File: config.mk
export PLATFORM = sky130hd
export DESIGN_NAME = rmq_front
export DESIGN_NICKNAME = d
export VERILOG_FILES = /design/src/hw/rtl/sparse_table_range_minimum_defines.svh /design/src/hw/rtl/rmq_pkg.sv /design/src/hw/rtl/rmq_front.sv
export SDC_FILE = /design/constraint.sdc
export NUM_CORES = 1
export LEC_CHECK = 0
export BUFFER_PORTS_ARGS = -buffer_cell sky130_fd_sc_hd__clkbuf_2
export CORE_AREA = 2 2 125 139
export CTS_BUF_LIST = sky130_fd_sc_hd__clkbuf_8 sky130_fd_sc_hd__clkbuf_16
export DETAILED_ROUTE_END_ITERATION = 8
export DIE_AREA = 0 0 127 141
export PLACE_DENSITY = 0.61
export SYNTH_ARGS = -nofsm -noshare
export SYNTH_HDL_FRONTEND = slang
export SYNTH_SLANG_ARGS = --single-unit
File: constraint.sdc
create_clock -name clk -period 14.3 [get_ports clk]
set_input_delay 3.575 -clock clk [delete_from_list [all_inputs] [get_ports clk]]
set_output_delay 3.575 -clock clk [all_outputs]
set_load 0.03 [all_outputs]
File: src/hw/rtl/sparse_table_range_minimum_defines.svh
// Assertion macros for the sparse table range-minimum block.
// Used by the top level; clocked on clk, reset by rst_n.
`ifndef SPARSE_TABLE_RANGE_MINIMUM_DEFINES_SVH
`define SPARSE_TABLE_RANGE_MINIMUM_DEFINES_SVH

`ifndef ASSERT_OFF
`define RMQ_ASSERT(label, prop, msg) \
  label: assert property (@(posedge clk) disable iff (!rst_n) prop) else $error(msg);
`define RMQ_ASSERT_RST(label, prop, msg) \
  label: assert property (@(posedge clk) prop) else $error(msg);
`else
`define RMQ_ASSERT(label, prop, msg)
`define RMQ_ASSERT_RST(label, prop, msg)
`endif

`endif

File: src/hw/rtl/rmq_pkg.sv
// Shared types, constants and helper functions for the range-minimum block.
// No dependencies.
package rmq_pkg;

  localparam int MAX_ELEMENTS = 1024;
  localparam int LEVEL_COUNT  = 11;
  localparam int VALUE_W      = 16;

  localparam int IDX_W       = 10;
  localparam int CNT_W       = $clog2(MAX_ELEMENTS + 1);
  localparam int LVL_W       = $clog2(LEVEL_COUNT);
  localparam int ADDR_W      = LVL_W + IDX_W;
  localparam int MEM_DEPTH   = LEVEL_COUNT * (2 ** IDX_W);

  localparam int IN_DATA_W   = 40;
  localparam int OUT_DATA_W  = 16;

  localparam int QDEPTH      = 2;
  localparam int QPTR_W      = $clog2(QDEPTH);
  localparam int QFILL_W     = $clog2(QDEPTH + 1);

  localparam logic OP_LOAD  = 1'b0;
  localparam logic OP_QUERY = 1'b1;

  typedef enum logic {
    CMD_LOAD,
    CMD_QUERY
  } cmd_kind_t;

  typedef struct packed {
    cmd_kind_t            kind;
    logic                 last;
    logic [VALUE_W-1:0]   value;
    logic [IDX_W-1:0]     left;
    logic [IDX_W-1:0]     right;
    logic [IDX_W-1:0]     jidx;
    logic [LVL_W-1:0]     lvl;
    logic                 bad;
  } rmq_cmd_t;

  typedef struct packed {
    logic building;
    logic table_ready;
  } rmq_stat_t;

  function automatic logic [VALUE_W-1:0] smaller(input logic [VALUE_W-1:0] a,
                                                 input logic [VALUE_W-1:0] b);
    return ($signed(b) < $signed(a)) ? b : a;
  endfunction

  function automatic logic [LVL_W-1:0] floor_log2(input logic [CNT_W-1:0] x);
    logic [LVL_W-1:0] p;
    p = '0;
    for (int k = 0; k < CNT_W; k++) begin
      if (x[k]) p = LVL_W'(k);
    end
    return p;
  endfunction

endpackage

File: src/hw/rtl/rmq_front.sv
// Input side: decodes requests, precomputes query level and second window,
// and buffers them in a short queue. Depends on rmq_pkg.
module rmq_front (
  input  logic                            clk,
  input  logic                            rst_n,
  input  logic                            in_tvalid,
  output logic                            in_tready,
  input  logic [rmq_pkg::IN_DATA_W-1:0]   in_tdata,
  input  logic                            in_tuser,
  input  logic                            in_tlast,
  output logic                            cmd_valid,
  output rmq_pkg::rmq_cmd_t               cmd,
  input  logic                            cmd_pop
);

  rmq_pkg::rmq_cmd_t                  dec;
  logic [rmq_pkg::IDX_W-1:0]          left;
  logic [rmq_pkg::IDX_W-1:0]          right;
  logic [rmq_pkg::CNT_W-1:0]          len;
  logic [rmq_pkg::CNT_W-1:0]          jfull;
  logic [rmq_pkg::LVL_W-1:0]          lvl;
  logic                               push;

  rmq_pkg::rmq_cmd_t                  q_r [rmq_pkg::QDEPTH];
  logic [rmq_pkg::QPTR_W-1:0]         wr_ptr_r, wr_ptr_nxt;
  logic [rmq_pkg::QPTR_W-1:0]         rd_ptr_r, rd_ptr_nxt;
  logic [rmq_pkg::QFILL_W-1:0]        fill_r, fill_nxt;

  assign left  = in_tdata[25:16];
  assign right = in_tdata[35:26];
  assign len   = {1'b0, right} - {1'b0, left} + rmq_pkg::CNT_W'(1);
  assign lvl   = rmq_pkg::floor_log2(len);
  assign jfull = {1'b0, right} + rmq_pkg::CNT_W'(1) - (rmq_pkg::CNT_W'(1) << lvl);

  always_comb begin
    unique case (in_tuser)
      rmq_pkg::OP_LOAD:  dec.kind = rmq_pkg::CMD_LOAD;
      rmq_pkg::OP_QUERY: dec.kind = rmq_pkg::CMD_QUERY;
      default:           dec.kind = rmq_pkg::CMD_LOAD;
    endcase
    dec.last  = in_tlast;
    dec.value = in_tdata[rmq_pkg::VALUE_W-1:0];
    dec.left  = left;
    dec.right = right;
    dec.jidx  = jfull[rmq_pkg::IDX_W-1:0];
    dec.lvl   = lvl;
    dec.bad   = (left > right) || (lvl > rmq_pkg::LVL_W'(rmq_pkg::LEVEL_COUNT - 1));
  end

  assign in_tready = (fill_r != rmq_pkg::QFILL_W'(rmq_pkg::QDEPTH));
  assign push      = in_tvalid && in_tready;
  assign cmd_valid = (fill_r != '0);
  assign cmd       = q_r[rd_ptr_r];

  always_comb begin
    wr_ptr_nxt = push ? wr_ptr_r + rmq_pkg::QPTR_W'(1) : wr_ptr_r;
    rd_ptr_nxt = cmd_pop ? rd_ptr_r + rmq_pkg::QPTR_W'(1) : rd_ptr_r;
    fill_nxt   = fill_r + rmq_pkg::QFILL_W'(push) - rmq_pkg::QFILL_W'(cmd_pop);
  end

  always_ff @(posedge clk) begin
    if (!rst_n) begin
      wr_ptr_r <= '0;
      rd_ptr_r <= '0;
      fill_r   <= '0;
    end else begin
      wr_ptr_r <= wr_ptr_nxt;
      rd_ptr_r <= rd_ptr_nxt;
      fill_r   <= fill_nxt;
    end
  end

  always_ff @(posedge clk) begin
    if (push) q_r[wr_ptr_r] <= dec;
  end

endmodule

==> impl_metrics.json, run 1 <==
{
  "hold_slack_ns": 0.591,
  "clockRootBuffer": "clkbuf_16",
  "p_int_w": 0.000668,
  "critPathLaunchType": "input port",
  "p_leak_nw": 2.69,
  "synth_flop_cell": "edfxtp_1",
  "place_hpwl_mm": 7.89,
  "pwr-share-seq": 0.435,
  "synth_top_area_cell": "edfxtp_1",
  "cp.arrival_ns": 8.48,
  "cp_top_family": "adder cells",
  "gp_congestion": 0.780,
  "hold_violations": 0,
  "use_met1": 0.148,
  "start_util": 0.342,
  "cts_tree": "done",
  "cp-end-kind": "register",
  "cp_num_buf_inv": 4,
  "track_usage": 0.128,
  "fin_crit_ns": 8.37,
  "postCtsSetupBuffers": 0,
  "cts_buffers": 9,
  "path_cells": "clkbuf_2, inv_1, ha_1, inv_1, ha_1, fa_1, a21o_1, a311o_1, and3_1, o311ai_4, nand2_2, a31o_1, and4_1, ha_1, inv_1, ha_1, fa_1, a21oi_1, nor2_1, nor2_1, o21ai_0, o41ai_1, xnor2_1, xnor2_1",
  "grtUsageMet3": 0.0258,
  "die_y_microns": 141,
  "power_frac_comb": 0.308,
  "clkPwrFrac": 0.257,
  "slew_viol_final": 0,
  "critPathKind": "input port to register",
  "required_ns": 14.40,
  "ctsHoldBuffers": 0,
  "worst_pin_slew_ns": 0.769,
  "top_usage_layer": "met2",
  "via_per_inst": 4.78,
  "io_buffers": 96,
  "clockBufferDepth": 2,
  "grt-ovfl-total": 0,
  "io_pins": 101,
  "async_flop_share": 0,
  "synthTopCellsByArea": "edfxtp_1 (56%), ha_1 (11%), mux2_2 (10%), inv_1 (1.8%), dfxtp_1 (1.8%)",
  "finalClockSkew_ns": 0.00525,
  "worst_path_max_delay_cell": "fa_1",
  "drt-wirelength-per-cell_microns": 15.5,
  "startpoint": "in_tdata[27]",
  "synth-seq-cells": 111,
  "power_w": 0.000998,
  "nets": 589,
  "clk_latency_ns": 0.35,
  "finalSetupTns_ns": 0,
  "cts_resized": 0,
  "syn_area_per_cell_sq_um": 14.5,
  "final-seq-area_sq_mm": 0.00328,
  "synth_cells": 392,
  "r2r_start": "fill_r[0]",
  "num_rows": 50,
  "die-area_sq_mm": 0.0179,
  "ys_warn_count": 0,
  "ys_seq_area_frac": 0.576,
  "switching_power_w": 0.000330,
  "grt_pass1_wl_mm": 17.7,
  "coreArea_sq_mm": 0.0166,
  "antenna_cells": 0,
  "synth_nets": 488,
  "synth_top_area_frac": 0.559,
  "gr-usage-met2": 0.231,
  "firstDrtPassIters": 4,
  "fin_crit_sh": 0.586,
  "power_density_mw_per_mm2": 148,
  "htree_levels": 3,
  "max_slew_margin": 0.487,
  "setup_viol": 0,
  "fmax_mhz": 119,
  "outcome": "completed",
  "switching_share": 0.331,
  "min_from": "rd_ptr_r",
  "worst-path-max-fanout": 5,
  "drcViolationCount": 0,
  "dieWidth_microns": 127,
  "hp-class": "register to register",
  "max_stage_delay_ns": 0.44,
  "syn2layout_area_growth_pct": 18.2,
  "multi_input_area_sq_mm": 0.00227,
  "fillerInstances": 1584,
  "antenna_found_initial": 0,
  "worst_path_most_repeated_cell": "ha_1",
  "rsz0062_at_grt": "false",
  "cts_num_sinks": 111,
  "synth-edff-count": 106,
  "layout-drive-gt1-share": 0.390,
  "path_clk_slew_ns": 0.07,
  "ys_types": 61,
  "peakVddDrop_v": 0.0000585,
  "grt_pass1_vias": 3528,
  "drt-total-wl_mm": 11.0,
  "first_iter_violations": 128,
  "syn_area_sq_mm": 0.00570,
  "vias": 3378,
  "drv_cap": 0,
  "ant_nets": 0,
  "grt_max_degree": 54
}
## kinds of logic after synthesis
| group | after synthesis | synth area share |
|---|---|---|
| flops | 111 | 0.576 |
| simple gates | 63 | 0.0595 |
| compound gates | 55 | 0.0778 |
| mux | 53 | 0.105 |
| fa+ha+maj | 50 | 0.112 |
| buf+inv | 38 | 0.0266 |
| xor+xnor | 22 | 0.0424 |
## path summary, 6_finish.rpt
| check | end | slack, ns | cells past startpoint |
|---|---|---|---|
| worst min-delay path | register | 0.59 | 2 |
| worst max-delay path | q_r[0][14] | 5.93 | 24 |
| worst max register to register | q_r[0][39] | 12.31 | 5 |
| worst min register to register | register | 0.59 | 2 |
## power by group through the flow
stage	registers (W)	clock network [W]	logic [W]
floorplan	0.000439	0	0.000234
CTS	0.000435	0.000267	0.000313
global placement	0.000439	0	0.000306
finish	0.000434	0.000257	0.000307
detailed placement	0.000442	0	0.000312
global route	0.000439	0.000278	0.000335
## per-stage QoR
| step | utilization | cell area, sq um | cells | worst slack (ns) |
|---|---|---|---|---|
| after floorplan | - | 5700 | 392 | 6.23 |
| after global placement | 0.386 | 6430 | 690 | 5.62 |
| after detailed placement | 0.386 | 6430 | 690 | 5.55 |
| after CTS | 0.405 | 6730 | 706 | 5.90 |
| after global routing | 0.405 | 6730 | 706 | 5.66 |
| final | 0.405 | 6730 | 706 | 5.93 |
## metal layers
| layer | vias up | wire length (microns) |
|---|---|---|
| met2 | 70 | 5750 |
| met1 | 1635 | 4620 |
| met4 | 0 | 189 |
| met5 | - | 0 |
| met3 | 12 | 406 |
| li1 | 1661 | - |
## registers in the layout, summed over array words and instances, names as in the netlist, named ones only
signal / flops
q_r: 106
fill_r: 2
rd_ptr_r: 1
wr_ptr_r: 1
## synthesized netlist by cell type (3+ instances only)
cell type	instances
edfxtp_1	106
mux2_2	53
ha_1	48
inv_1	28
nor2_1	14
a21oi_1	11
nand2_1	11
xnor2_1	10
nor2b_1	7
xor2_1	7
a21o_1	6
nand4_1	6
and2_1	5
clkbuf_1	5
dfxtp_1	5
o21ai_0	5
and3_1	4
o21ai_1	4
nand3_1	3
## cells in the final DEF (no fill, tap or decap), types with 3 or more instances in the layout
master / n
a21o_1: 6
a21oi_1: 11
and2_1: 5
and3_1: 3
buf_4: 3
clkbuf_16: 9
clkbuf_2: 96
dfxtp_1: 4
edfxtp_1: 106
ha_1: 48
inv_1: 28
mux2_2: 53
nand2_1: 11
nand3_1: 3
nand4_1: 6
nor2_1: 13
nor2b_1: 7
o21ai_0: 5
o21ai_1: 4
xnor2_1: 10
xor2_1: 7
## cell type report
class,count,area share
Timing Repair Buffer,99,0.0747
Clock inverter,7,0.0119
Clock buffer,9,0.0335
Multi-Input combinational cell,243,0.337
Sequential cell,111,0.488
Tap cell,208,0.0387
Inverter,29,0.0162
## worst reg2reg max path, stage by stage (launching register included)
cell and delay, ns:
dfxtp_1 0.33, inv_1 0.05, nand2_1 0.09, nand2_1 0.12, nor2_4 0.46, buf_4 0.56
No activity file was read; power rests on OpenSTA's default activity.
==> inputs of run 2 (changes only) <==
--- a/config.mk
+++ b/config.mk
@@ -10,7 +10,7 @@
 export CTS_BUF_LIST = sky130_fd_sc_hd__clkbuf_8 sky130_fd_sc_hd__clkbuf_16
 export DETAILED_ROUTE_END_ITERATION = 8
 export DIE_AREA = 0 0 127 141
-export PLACE_DENSITY = 0.61
+export PLACE_DENSITY = 0.63
 export SYNTH_ARGS = -nofsm -noshare
 export SYNTH_HDL_FRONTEND = slang
 export SYNTH_SLANG_ARGS = --single-unit
==> constraint.sdc (replaced) <==
create_clock -name clk -period 7.1 [get_ports clk]
set_input_delay 1.775 -clock clk [delete_from_list [all_inputs] [get_ports clk]]
set_output_delay 1.775 -clock clk [all_outputs]
set_load 0.03 [all_outputs]
==> run 2 against run 1 <==
Net effect:
- register-to-register slack got worse by 7.3 ns
- via count about the same
- count of clock-buffer cells in the layout unchanged
- routed wire length rose by 1.9%
- combinational power rose by 100%
- die area stayed put
- hold slack got worse by 0.012 ns
- critical path depth is the same
- utilization up 0.090 points
- highest routed layer unchanged
==> impl_metrics.json, run 2 (synthesis gave the netlist of run 1 again) <==
{
  "outcome": "completed",
  "place_hpwl_mm": 7.92,
  "max_stage_delay_ns": 0.45,
  "required_ns": 7.20,
  "firstDrtPassIters": 5,
  "grt_max_degree": 54,
  "htree_levels": 3,
  "max_slew_margin": 0.495,
  "final_common_cell": "edfxtp_1",
  "fin_crit_sh": 0.912,
  "critPathLaunchType": "input port",
  "hp-class": "register to register",
  "start_util": 0.342,
  "io_pins": 101,
  "power_density_mw_per_mm2": 300,
  "first_iter_violations": 197,
  "cp-end-kind": "register",
  "drt-total-wl_mm": 11.2,
  "layout_common_cells": "edfxtp_1 (106), clkbuf_2 (96), mux2_2 (53)",
  "top_regs": "q_r x106, fill_r x2",
  "coreArea_sq_mm": 0.0166,
  "power_w": 0.00202,
  "layout-drive-gt1-share": 0.385,
  "slew_viol_final": 0,
  "drcViolationCount": 0,
  "rsz0062_at_grt": "false",
  "worst-path-max-fanout": 5,
  "fin_crit_ns": 6.48,
  "drv_cap": 0,
  "cts_tree": "done",
  "largest_reg_flops": 106,
  "via_per_inst": 4.78,
  "worst_pin_slew_ns": 0.758,
  "ant_nets": 0,
  "vias": 3381,
  "top_register": "q_r",
  "io_buffers": 96,
  "critPathKind": "input port to register",
  "peakVddDrop_v": 0.000121,
  "worst_path_most_repeated_cell": "ha_1",
  "antenna_found_initial": 0,
  "setup_viol": 0,
  "antenna_cells": 0,
  "grt-ovfl-total": 0,
  "nets": 590,
  "path_clk_slew_ns": 0.07,
  "clockBufferDepth": 2,
  "cts_buffers": 9,
  "p_leak_nw": 2.70,
  "post-place-ws_ns": 0.238,
  "syn2layout_area_growth_pct": 18.5,
  "die-area_sq_mm": 0.0179,
  "dieWidth_microns": 127,
  "grt_pass1_vias": 3590,
  "fmax_mhz": 154,
  "hold_violations": 0,
  "path_cells": "clkbuf_2, inv_1, ha_1, inv_1, ha_1, fa_1, a21o_1, a311o_1, and3_1, o311ai_4, nand2_2, a31o_1, and4_1, ha_1, inv_1, ha_1, fa_1, a21oi_1, nor2_1, nor2_1, o21ai_0, o41ai_1, xnor2_1, xnor2_1",
  "fillerInstances": 1577,
  "postCtsSetupBuffers": 0,
  "cp.arrival_ns": 6.58,
  "drt-wirelength-per-cell_microns": 15.8,
  "finalClockSkew_ns": 0.00528,
  "worst_path_max_delay_cell": "fa_1",
  "clk_latency_ns": 0.35,
  "setup_slack_ns": 0.623,
  "die_y_microns": 141,
  "clockRootBuffer": "clkbuf_16",
  "track_usage": 0.132,
  "cts_resized": 0,
  "finalSetupTns_ns": 0,
  "gp_congestion": 0.788,
  "cts_num_sinks": 111,
  "num_rows": 50,
  "ctsHoldBuffers": 0,
  "grt_pass1_wl_mm": 18.1
}
==> run 2: power breakdown <==
group / switching (W) / internal, W
Clock: 0.000222 / 0.000307
Sequential: 0.0000271 / 0.000849
Combinational: 0.000399 / 0.000219
==> run 2: final timing paths <==
path,endpoint,slack (ns),startpoint,cells after the start
min,register,0.58,rd_ptr_r,2
min reg2reg,register,0.58,rd_ptr_r,2
max,q_r[0][14],0.62,in_tdata[27],24
max reg2reg,q_r[0][27],5.02,fill_r[0],5
==> run 2: layer usage <==
layer / global-route usage / share of wire / up-vias
met5: 0 / 0 / -
met2: 0.239 / 0.52 / 75
met1: 0.149 / 0.42 / 1624
li1: - / - / 1668
met3: 0.0273 / 0.038 / 14
met4: 0.0596 / 0.021 / 0
==> run 2: area by class of cell <==
type | count | area, sq um | area share
timing repair buffer | 100 | 510 | 0.0757
clock inverter | 7 | 87.6 | 0.0130
inverter | 29 | 109 | 0.0161
sequential | 111 | 3280 | 0.487
multi-input combinational | 243 | 2270 | 0.336
tap | 208 | 260 | 0.0386
clock buffer | 9 | 225 | 0.0334
==> run 2: stage by stage <==
stage | utilization | instances | area (sq um) | hold WS [ns]
global placement | 0.387 | 691 | 6430 | 0.566
CTS | 0.405 | 707 | 6750 | 0.588
detailed placement | 0.387 | 691 | 6430 | 0.574
floorplan | - | 392 | 5700 | 0.542
finish | 0.405 | 707 | 6750 | 0.579
global route | 0.405 | 707 | 6750 | 0.616
==> run 2: worst max-delay path, delay by kind of cell <==
family	cells	cell delay, ns
AOI/OAI and AO/OA	7	1.60
xor gates and xnor gates	2	0.29
adders and majority gates	6	1.91
buffers and inverters	4	0.28
and+or+nand+nor	5	0.74
